==> src/hw/rtl/fsdp_pkg.sv <==
// package for the format string decimal printer
// character codes, bcd cell control type and stream field widths; no dependencies
package fsdp_pkg;

  // format and output character codes
  localparam logic [7:0] CH_NUL     = 8'h00;
  localparam logic [7:0] CH_PERCENT = 8'h25;
  localparam logic [7:0] CH_D       = 8'h64;
  localparam logic [7:0] CH_ZERO    = 8'h30;
  localparam logic [7:0] CH_MINUS   = 8'h2D;

  // double dabble correction: digits of five and up get three added before the shift
  localparam logic [3:0] BCD_ADJ_MIN = 4'd5;
  localparam logic [3:0] BCD_ADJ     = 4'd3;
  localparam logic [3:0] BCD_ZERO    = 4'd0;

  // stream field widths
  localparam int CHAR_W     = 8;
  localparam int ARG_W      = 32;
  localparam int IN_DATA_W  = 40;
  localparam int OUT_DATA_W = 8;
  localparam int OUT_USER_W = 1;

  // control shared by every cell of the digit chain
  typedef struct packed {
    logic clear;   // zero the digit
    logic dabble;  // correct and shift in one binary bit
    logic shift;   // take the digit of the lower neighbor
  } cell_ctl_t;

endpackage

==> src/hw/rtl/fsdp_bcd_cell.sv <==
// one bcd digit cell of the decimal conversion chain
// depends on fsdp_pkg for the cell control type and bcd constants
module fsdp_bcd_cell (
  input  logic               clk,
  input  fsdp_pkg::cell_ctl_t ctl,
  input  logic               bit_in,
  output logic               bit_out,
  input  logic [3:0]         digit_in,
  output logic [3:0]         digit
);
  import fsdp_pkg::*;

  logic [3:0] adj;

  always_comb begin
    adj     = (digit >= BCD_ADJ_MIN) ? (digit + BCD_ADJ) : digit;
    bit_out = adj[3];
  end

  always_ff @(posedge clk) begin
    if (ctl.clear) begin
      digit <= BCD_ZERO;
    end else if (ctl.dabble) begin
      digit <= {adj[2:0], bit_in};
    end else if (ctl.shift) begin
      digit <= digit_in;
    end
  end

endmodule

==> src/hw/rtl/format_string_decimal_printer_unit.sv <==
// top level of the format string decimal printer: control, magnitude shifter, output register
// depends on fsdp_pkg and fsdp_bcd_cell
//
// channel   dir  handshake                      payload
// s_axis    in   s_axis_tvalid / s_axis_tready  tdata: fmt_char[7:0], arg_value[39:8]
// m_axis    out  m_axis_tvalid / m_axis_tready  tdata: out_char[7:0], tlast: last, tuser: error
//
// an ordinary byte, a percent or a nul is handled in the idle state
// a %d loads the magnitude, runs bit-serial double dabble through the chain of bcd cells,
//   then skips each leading zero and sends each character (sign plus up to NDIG digits)
// an output stall holds the emit state; the input side is ready only when idle with the
//   output register free or being drained, and always once halted (items are dropped)
// rst is synchronous, active high, and clears the pending percent and the halt
module format_string_decimal_printer_unit #(
  parameter int VALUE_BITS = 32
) (
  input  logic                              clk,
  input  logic                              rst,
  // fmt_char [7:0], arg_value [39:8]
  input  logic [fsdp_pkg::IN_DATA_W-1:0]    s_axis_tdata,
  input  logic                              s_axis_tvalid,
  output logic                              s_axis_tready,
  // out_char [7:0]
  output logic [fsdp_pkg::OUT_DATA_W-1:0]   m_axis_tdata,
  // error [0]
  output logic [fsdp_pkg::OUT_USER_W-1:0]   m_axis_tuser,
  output logic                              m_axis_tlast,
  output logic                              m_axis_tvalid,
  input  logic                              m_axis_tready
);
  import fsdp_pkg::*;

  // enough digits for the magnitude of the most negative value
  localparam int NDIG  = (VALUE_BITS * 3) / 10 + 1;
  localparam int CNT_W = $clog2(VALUE_BITS);
  localparam int REM_W = $clog2(NDIG + 1);
  localparam logic [VALUE_BITS-1:0] ONE_V = VALUE_BITS'(1);

  typedef enum logic [1:0] {
    ST_IDLE,
    ST_CONVERT,
    ST_EMIT,
    ST_HALT
  } state_t;

  state_t state;

  // control registers
  logic             pending;    // percent seen, conversion byte expected
  logic             sign_pend;  // minus sign still to send
  logic             seen;       // a nonzero digit has been sent
  logic [CNT_W-1:0] cnt;        // conversion bits left minus one
  logic [REM_W-1:0] rem;        // digits left in the chain

  // magnitude shifted msb first into the chain
  logic [VALUE_BITS-1:0] mag;

  // output register
  logic             m_valid;
  logic [CHAR_W-1:0] m_char;
  logic             m_last;
  logic             m_err;

  // input fields
  logic [CHAR_W-1:0]            fmt_char;
  logic signed [ARG_W-1:0]      arg_value;
  logic signed [VALUE_BITS-1:0] arg_v;
  logic                         arg_neg;
  logic [VALUE_BITS-1:0]        arg_mag;

  // chain wiring
  cell_ctl_t        cell_ctl;
  logic [3:0]       digits [NDIG];
  logic [NDIG-1:0]  carry;
  logic [3:0]       top_digit;

  logic load_ok;
  logic in_acc;
  logic skip;
  logic emit_dig;
  logic m_load;

  always_comb begin
    fmt_char  = s_axis_tdata[CHAR_W-1:0];
    arg_value = s_axis_tdata[CHAR_W +: ARG_W];
    // low VALUE_BITS bits, sign extended when VALUE_BITS is wider than the field
    arg_v     = VALUE_BITS'(arg_value);
    arg_neg   = arg_v[VALUE_BITS-1];
    // most negative value still comes out right as an unsigned magnitude
    arg_mag   = arg_neg ? (~arg_v + ONE_V) : arg_v;
  end

  always_comb begin
    load_ok       = !m_valid || m_axis_tready;
    s_axis_tready = ((state == ST_IDLE) && load_ok) || (state == ST_HALT);
    in_acc        = s_axis_tvalid && s_axis_tready;
    top_digit     = digits[NDIG-1];
    // leading zeros are dropped, but the last digit always goes out
    skip          = (state == ST_EMIT) && !sign_pend && !seen &&
                    (top_digit == BCD_ZERO) && (rem != REM_W'(1));
    emit_dig      = (state == ST_EMIT) && !sign_pend && !skip && load_ok;
    // output register takes a new item: echo or error byte, minus sign, or a digit
    m_load        = ((state == ST_IDLE) && in_acc && (fmt_char != CH_NUL) &&
                     (pending ? (fmt_char != CH_D) : (fmt_char != CH_PERCENT))) ||
                    ((state == ST_EMIT) && sign_pend && load_ok) || emit_dig;
  end

  always_comb begin
    cell_ctl = '0;
    unique case (state)
      ST_IDLE: begin
        cell_ctl.clear = in_acc && pending && (fmt_char == CH_D);
      end
      ST_CONVERT: begin
        cell_ctl.dabble = 1'b1;
      end
      ST_EMIT: begin
        cell_ctl.shift = skip || emit_dig;
      end
      ST_HALT: begin
        cell_ctl = '0;
      end
      default: begin
        cell_ctl = '0;
      end
    endcase
  end

  // row of bcd cells: bits ripple up one cell per cycle while converting, digits move up
  // one cell per cycle while emitting, as long as a digit is skipped or sent without stall
  for (genvar i = 0; i < NDIG; i++) begin : g_cell
    fsdp_bcd_cell u_cell (
      .clk      (clk),
      .ctl      (cell_ctl),
      .bit_in   ((i == 0) ? mag[VALUE_BITS-1] : carry[(i == 0) ? 0 : i - 1]),
      .bit_out  (carry[i]),
      .digit_in ((i == 0) ? BCD_ZERO : digits[(i == 0) ? 0 : i - 1]),
      .digit    (digits[i])
    );
  end

  always_ff @(posedge clk) begin
    if (rst) begin
      state     <= ST_IDLE;
      pending   <= 1'b0;
      sign_pend <= 1'b0;
      seen      <= 1'b0;
      m_valid   <= 1'b0;
    end else begin
      m_valid <= m_load || (m_valid && !m_axis_tready);
      unique case (state)
        ST_IDLE: begin
          if (in_acc && (fmt_char != CH_NUL)) begin
            if (pending) begin
              pending <= 1'b0;
              if (fmt_char == CH_D) begin
                mag       <= arg_mag;
                sign_pend <= arg_neg;
                cnt       <= CNT_W'(VALUE_BITS - 1);
                state     <= ST_CONVERT;
              end else begin
                // unknown conversion: report the byte and stop
                m_char  <= fmt_char;
                m_last  <= 1'b1;
                m_err   <= 1'b1;
                state   <= ST_HALT;
              end
            end else if (fmt_char == CH_PERCENT) begin
              pending <= 1'b1;
            end else begin
              m_char  <= fmt_char;
              m_last  <= 1'b1;
              m_err   <= 1'b0;
            end
          end
        end
        ST_CONVERT: begin
          mag <= {mag[VALUE_BITS-2:0], 1'b0};
          cnt <= cnt - CNT_W'(1);
          if (cnt == '0) begin
            rem   <= REM_W'(NDIG);
            seen  <= 1'b0;
            state <= ST_EMIT;
          end
        end
        ST_EMIT: begin
          if (sign_pend) begin
            if (load_ok) begin
              m_char    <= CH_MINUS;
              m_last    <= 1'b0;
              m_err     <= 1'b0;
              sign_pend <= 1'b0;
            end
          end else if (skip) begin
            rem <= rem - REM_W'(1);
          end else if (emit_dig) begin
            m_char  <= CH_ZERO + {4'b0000, top_digit};
            m_last  <= (rem == REM_W'(1));
            m_err   <= 1'b0;
            seen    <= 1'b1;
            rem     <= rem - REM_W'(1);
            if (rem == REM_W'(1)) begin
              state <= ST_IDLE;
            end
          end
        end
        ST_HALT: begin
          state <= ST_HALT;
        end
        default: begin
          state <= ST_IDLE;
        end
      endcase
    end
  end

  assign m_axis_tvalid   = m_valid;
  assign m_axis_tdata    = m_char;
  assign m_axis_tlast    = m_last;
  assign m_axis_tuser[0] = m_err;

  // the chain is deep enough: nothing leaves the top cell while converting
  a_no_overflow: assert property (@(posedge clk) disable iff (rst)
    (state == ST_CONVERT) |-> !carry[NDIG-1])
    else $error("bcd chain overflow");

  // an error item is only ever produced on the way into the halt
  a_err_halts: assert property (@(posedge clk) disable iff (rst)
    (m_valid && m_err) |-> (state == ST_HALT))
    else $error("error item without halt");

  // halt is left only through reset
  a_halt_sticks: assert property (@(posedge clk) disable iff (rst)
    (state == ST_HALT) |=> (state == ST_HALT))
    else $error("left halt without reset");

  // emission never runs out of digits before the last one is sent
  a_rem_nonzero: assert property (@(posedge clk) disable iff (rst)
    (state == ST_EMIT) |-> (rem != '0))
    else $error("digit count underflow");

  // a digit item marked last ends the conversion
  a_last_ends: assert property (@(posedge clk) disable iff (rst)
    ($past(state) == ST_EMIT && state == ST_IDLE) |-> (m_valid && m_last))
    else $error("conversion ended without a last digit");

endmodule

==> config.mk <==
export PLATFORM = sky130hd
export DESIGN_NAME = format_string_decimal_printer_unit
export DESIGN_NICKNAME = d
export VERILOG_FILES = /design/src/hw/rtl/fsdp_pkg.sv /design/src/hw/rtl/fsdp_bcd_cell.sv /design/src/hw/rtl/format_string_decimal_printer_unit.sv
export SDC_FILE = /design/constraint.sdc
export NUM_CORES = 1
export LEC_CHECK = 0
export BUFFER_PORTS_ARGS = -buffer_cell sky130_fd_sc_hd__buf_2
export CAP_MARGIN = 25
export CORE_MARGIN = 3
export CORE_UTILIZATION = 35
export DETAILED_ROUTE_END_ITERATION = 8
export GPL_ROUTABILITY_DRIVEN = 0
export PLACE_DENSITY = 0.5
export SYNTH_ARGS = -nofsm -noshare
export SYNTH_HDL_FRONTEND = slang
export SYNTH_HIERARCHICAL = 1
export SYNTH_SLANG_ARGS = --single-unit
==> constraint.sdc <==
create_clock -name clk -period 5.05 [get_ports clk]
set_input_delay 0.7575 -clock clk [delete_from_list [all_inputs] [get_ports clk]]
set_output_delay 0.7575 -clock clk [all_outputs]
set_load 0.02 [all_outputs]
==> Word level (Yosys, flattened, before mapping) <==
Index checks and enable logic that the tools add are counted.
{ "op_classes": {"order_cmp": 10, "n_addsub": 14, "bitwise": 2, "n_reduce_logical": 43, "eq_ne": 23, "mux": 95} }
{ "op_table": {"columns": ["operator", "count"], "rows": [
  ["$mux W4", 33],
  ["$mux W32", 4],
  ["$mux W8", 8],
  ["$pmux W32 S2", 1],
  ["$ge A4 B3 Y1 const B", 10],
  ["$add A4 B2 Y4 const B", 9],
  ["$add A32 B1 Y32 const B", 1],
  ["$not A32 Y32", 1],
  ["$mux W1", 29],
  ["$ne A3 B3 Y1 const B", 6],
  ["$logic_and A1 B1 Y1", 17],
  ["$mux W2", 8],
  ["$pmux W8 S2", 1],
  ["$mux W5", 3],
  ["$reduce_and A5 Y1", 3],
  ["$ne A2 B2 Y1 const B", 5],
  ["$pmux W5 S2", 1],
  ["$eq A8 B6 Y1 const B", 1],
  ["$eq A8 B7 Y1 const B", 1],
  ["$ne A8 B6 Y1 const B", 1],
  ["$ne A8 B7 Y1 const B", 1],
  ["$pmux W1 S2", 4],
  ["$pmux W2 S4", 1],
  ["$pmux W4 S2", 1],
  ["22 further kinds", 37]
]} }
{ "totals": {"elab_cells": 208, "regBits": 97, "in_bits": 44} }

==> Logic depth before layout (Yosys ltp) <==
{ "logic_depth": {"ltp_word": 12, "mapped_depth": 9} }

==> Cells and area by module <==
Netlist, hierarchy kept.
{ "by_module_without_submodules": {"columns": ["mod", "area_each_um2", "cells_per_inst", "seq_area_each_um2", "n_inst"], "rows": [
  ["format_string_decimal_printer_unit", 3656.0, 380, 1651.6, 1],
  ["fsdp_bcd_cell", 280.3, 35, 80.1, 10]
]} }

==> Least setup slack after synthesis <==
No wires, ideal clock.
{ "synth_path": {"path_type": "register -> register", "from": "register state[0]", "to": "register g_cell[0].u_cell.digit[0]", "arrival_ns": 4.031, "stages_incl_launch_ff": 10, "required_time_ns": 4.881, "setup_slack_ns": 0.851, "path_buffers": 1, "setup_time_ns": 0.169, "cell_sequence": "dfxtp_1 > inv_1 > ha_1 > clkbuf_1 > nand2b_1 > a21oi_1 > mux2i_1 > nor2_1 > a21oi_1 > nor2_1"} }
{ "synth_rtl": {"columns": ["item", "line_no", "rtl"], "rows": [
  ["from (decl)", "format_string_decimal_printer_unit.sv:46", "state_t state;"],
  ["from (signal assigned)", "format_string_decimal_printer_unit.sv:144", "state <= ST_IDLE;"],
  ["from (signal assigned)", "format_string_decimal_printer_unit.sv:160", "state <= ST_CONVERT;"],
  ["from (signal assigned)", "format_string_decimal_printer_unit.sv:166", "state <= ST_HALT;"],
  ["to (signal assigned)", "fsdp_bcd_cell.sv:24", "digit <= {adj[2:0], bit_in};"],
  ["to (signal assigned)", "fsdp_bcd_cell.sv:26", "digit <= digit_in;"],
  ["to (decl)", "fsdp_bcd_cell.sv:9", "output logic [3:0] digit"]
]} }

==> flow_summary.ini <==
[power_and_ir_drop]
p_per_area_nw_per_um2 = 508
p_leak_nw = 2.56
total_power_mw = 3.66
vdd_ir_drop_max_uv = 571

[worst_setup_path]
slowest_delay_ns = 0.64
arrival_ns = 3.12
worstSetupEndpointType = flip-flop
setup.worst_path.start_class = primary input
worst_path_dominant_cell_family = simple AND/OR/NAND/NOR gates
r2r.worst_path.cells = 7
critPathBufInv = 2
criticalPathCategory = in -> reg
cp_max_fo = 60
r2r_slack_ns = 2.39
worst_ep_required_time_ns = 5.30
r2r_end = g_cell[3].u_cell/digit[1]
r2r_start = state[0]
crit_slowest_cell = or4_1
crit_chain = buf_2 > or4_1 > o2111a_1 > and3_2 > buf_4 > or4b_1 > o311ai_1

[clock_network]
post_cts_buffers = 0
post_cts_resize_count = 0
cts_buffer_depth = 2
htree_levels = 3
clock_sinks = 97
clkTransAtPathRegs_ns = 0.07
cts_root_buf = clkbuf_16
cts_tree = yes
clkLatencyLatePin_ns = 0.35
hold_buffers = 0
cts_inserted_buffers = 9

[die]
core_sq_um = 17700
pin_count = 56
die_y_um = 142
num_rows = 48
die_w_um = 142
initial_core_util_pct = 36.5
dieArea_sq_um = 20100

[sta]
hold_viol = 0
maxSlewViolCount = 0
fmax_mhz = 348
period_needed_ns = 2.87
fin_skew_ns = 0.00759
hold_slack_ns = 0.500
rsz0062_at_grt = false
totalNegativeSetupSlack_ns = 0
max-slew-margin-rel_pct = 40.6
period_share_pct = 56.9
setup_viol = 0
worstMarginPinSlew_ns = 0.884
fin_ws_ns = 2.18

[cells_and_area]
fin_area_sq_um = 7210
area_delta_synth_final_pct = 12.0
fin_util_pct = 40.8
fin_nets = 839
drive_gt1_share_pct = 12.3
insertedDiodeCount = 0
fin_cells = 996

[global_routing]
gr-max-usage-layer = met2
use_met3_pct = 3.71
grt_max_degree = 120
grt_overflow_total = 0
gr-usage-met1_pct = 22.5
antenna_found_initial = 0
grt_usage_pct = 15.7
use_met2_pct = 23.6
grt_pass1_wl_mm = 26.4
grt_pass1_vias = 5299

[drt]
vias = 5502
drt_iter0_markers = 390
drt-total-wl_mm = 15.4
drtAntennaViolNets = 0
remaining_drc_errors = 0
post_drt_wl_per_cell_um = 15.5
via_per_inst = 5.52
drt_pass1_iterations = 5

[placement]
portBuffers = 55
preCtsSetupSlack_ns = 1.81
numPlacedInstances = 980
place_area_sq_um = 6920
dp_hpwl_mm = 10.1

[worst_hold_path]
min_path_type = reg -> reg
worstHoldPathCells = 2
holdCritStartpoint = mag[31]
holdPathEnd = g_cell[0].u_cell/digit[0]

[yosys]
synth_area_sq_um = 6440
yosysWarnings = 6
avgSynthCellArea_sq_um = 8.87
synth_cells = 726

[run]
drv_cap = 0

[run_status]
status = finished clean
## state kept, by name, indices dropped and copies added, names as in the netlist, 2 cells and up
signal               cells
mag                     32
state                    2
g_cell.u_cell/digit     40
rem                      4
m_axis_tdata             8
cnt                      5
## layer usage
layer / wire, um / vias up
li1: - / 2791
met1: 7870 / 2620
met2: 6950 / 77
met3: 453 / 14
met4: 166 / 0
met5: 0 / -
## tightest hold or removal path, stage by stage, from the launching register on
cell	delay [ns]
edfxtp_1	0.33
a21oi_1	0.06
nor2_1	0.07
## layout make-up
type | count | area, sq um
Fill cell | 1772 | 10500
Inverter | 39 | 146
Clock buffer | 14 | 244
Timing Repair Buffer | 61 | 343
Clock inverter | 2 | 38.8
Tap cell | 225 | 282
Multi-Input combinational cell | 558 | 3700
Sequential cell | 97 | 2450
## power by group
group	leakage (nW)	total, mW	internal [mW]	switching, mW
combinational	1.59	1.66	0.692	0.969
clock	0.135	0.696	0.387	0.309
sequential	0.837	1.30	1.08	0.226
## worst max-delay path by stage
stage / depth (start not counted) / to / slack (ns) / from
finish: 7 / g_cell[3].u_cell/digit[1] / 2.18 / s_axis_tdata[4]
floorplan: 9 / g_cell[0].u_cell/digit[0] / 0.85 / state[0]
global placement: 5 / mag[29] / 1.74 / s_axis_tdata[19]
detailed placement: 7 / g_cell[3].u_cell/digit[1] / 1.81 / s_axis_tdata[4]
CTS: 7 / g_cell[3].u_cell/digit[1] / 2.18 / s_axis_tdata[4]
global route: 7 / g_cell[0].u_cell/digit[1] / 2.06 / s_axis_tdata[4]
## placed cells by master, fill, tap and decap left out, drive strengths merged, types with 10 or more instances in the layout
cell    instances
xor2           13
buf            61
nand4b         15
nor2b          10
inv            39
nand3          17
nand2b         18
o21ai          54
nand2          65
o21a           11
dfxtp          46
or4            10
or4b           10
ha             29
a21oi          59
nor3           17
edfxtp         51
clkbuf         14
a31oi          13
mux2i          21
nor3b          21
nor2           57
a221oi         12
o311ai         13
No activity file was read; power rests on OpenSTA's default activity.
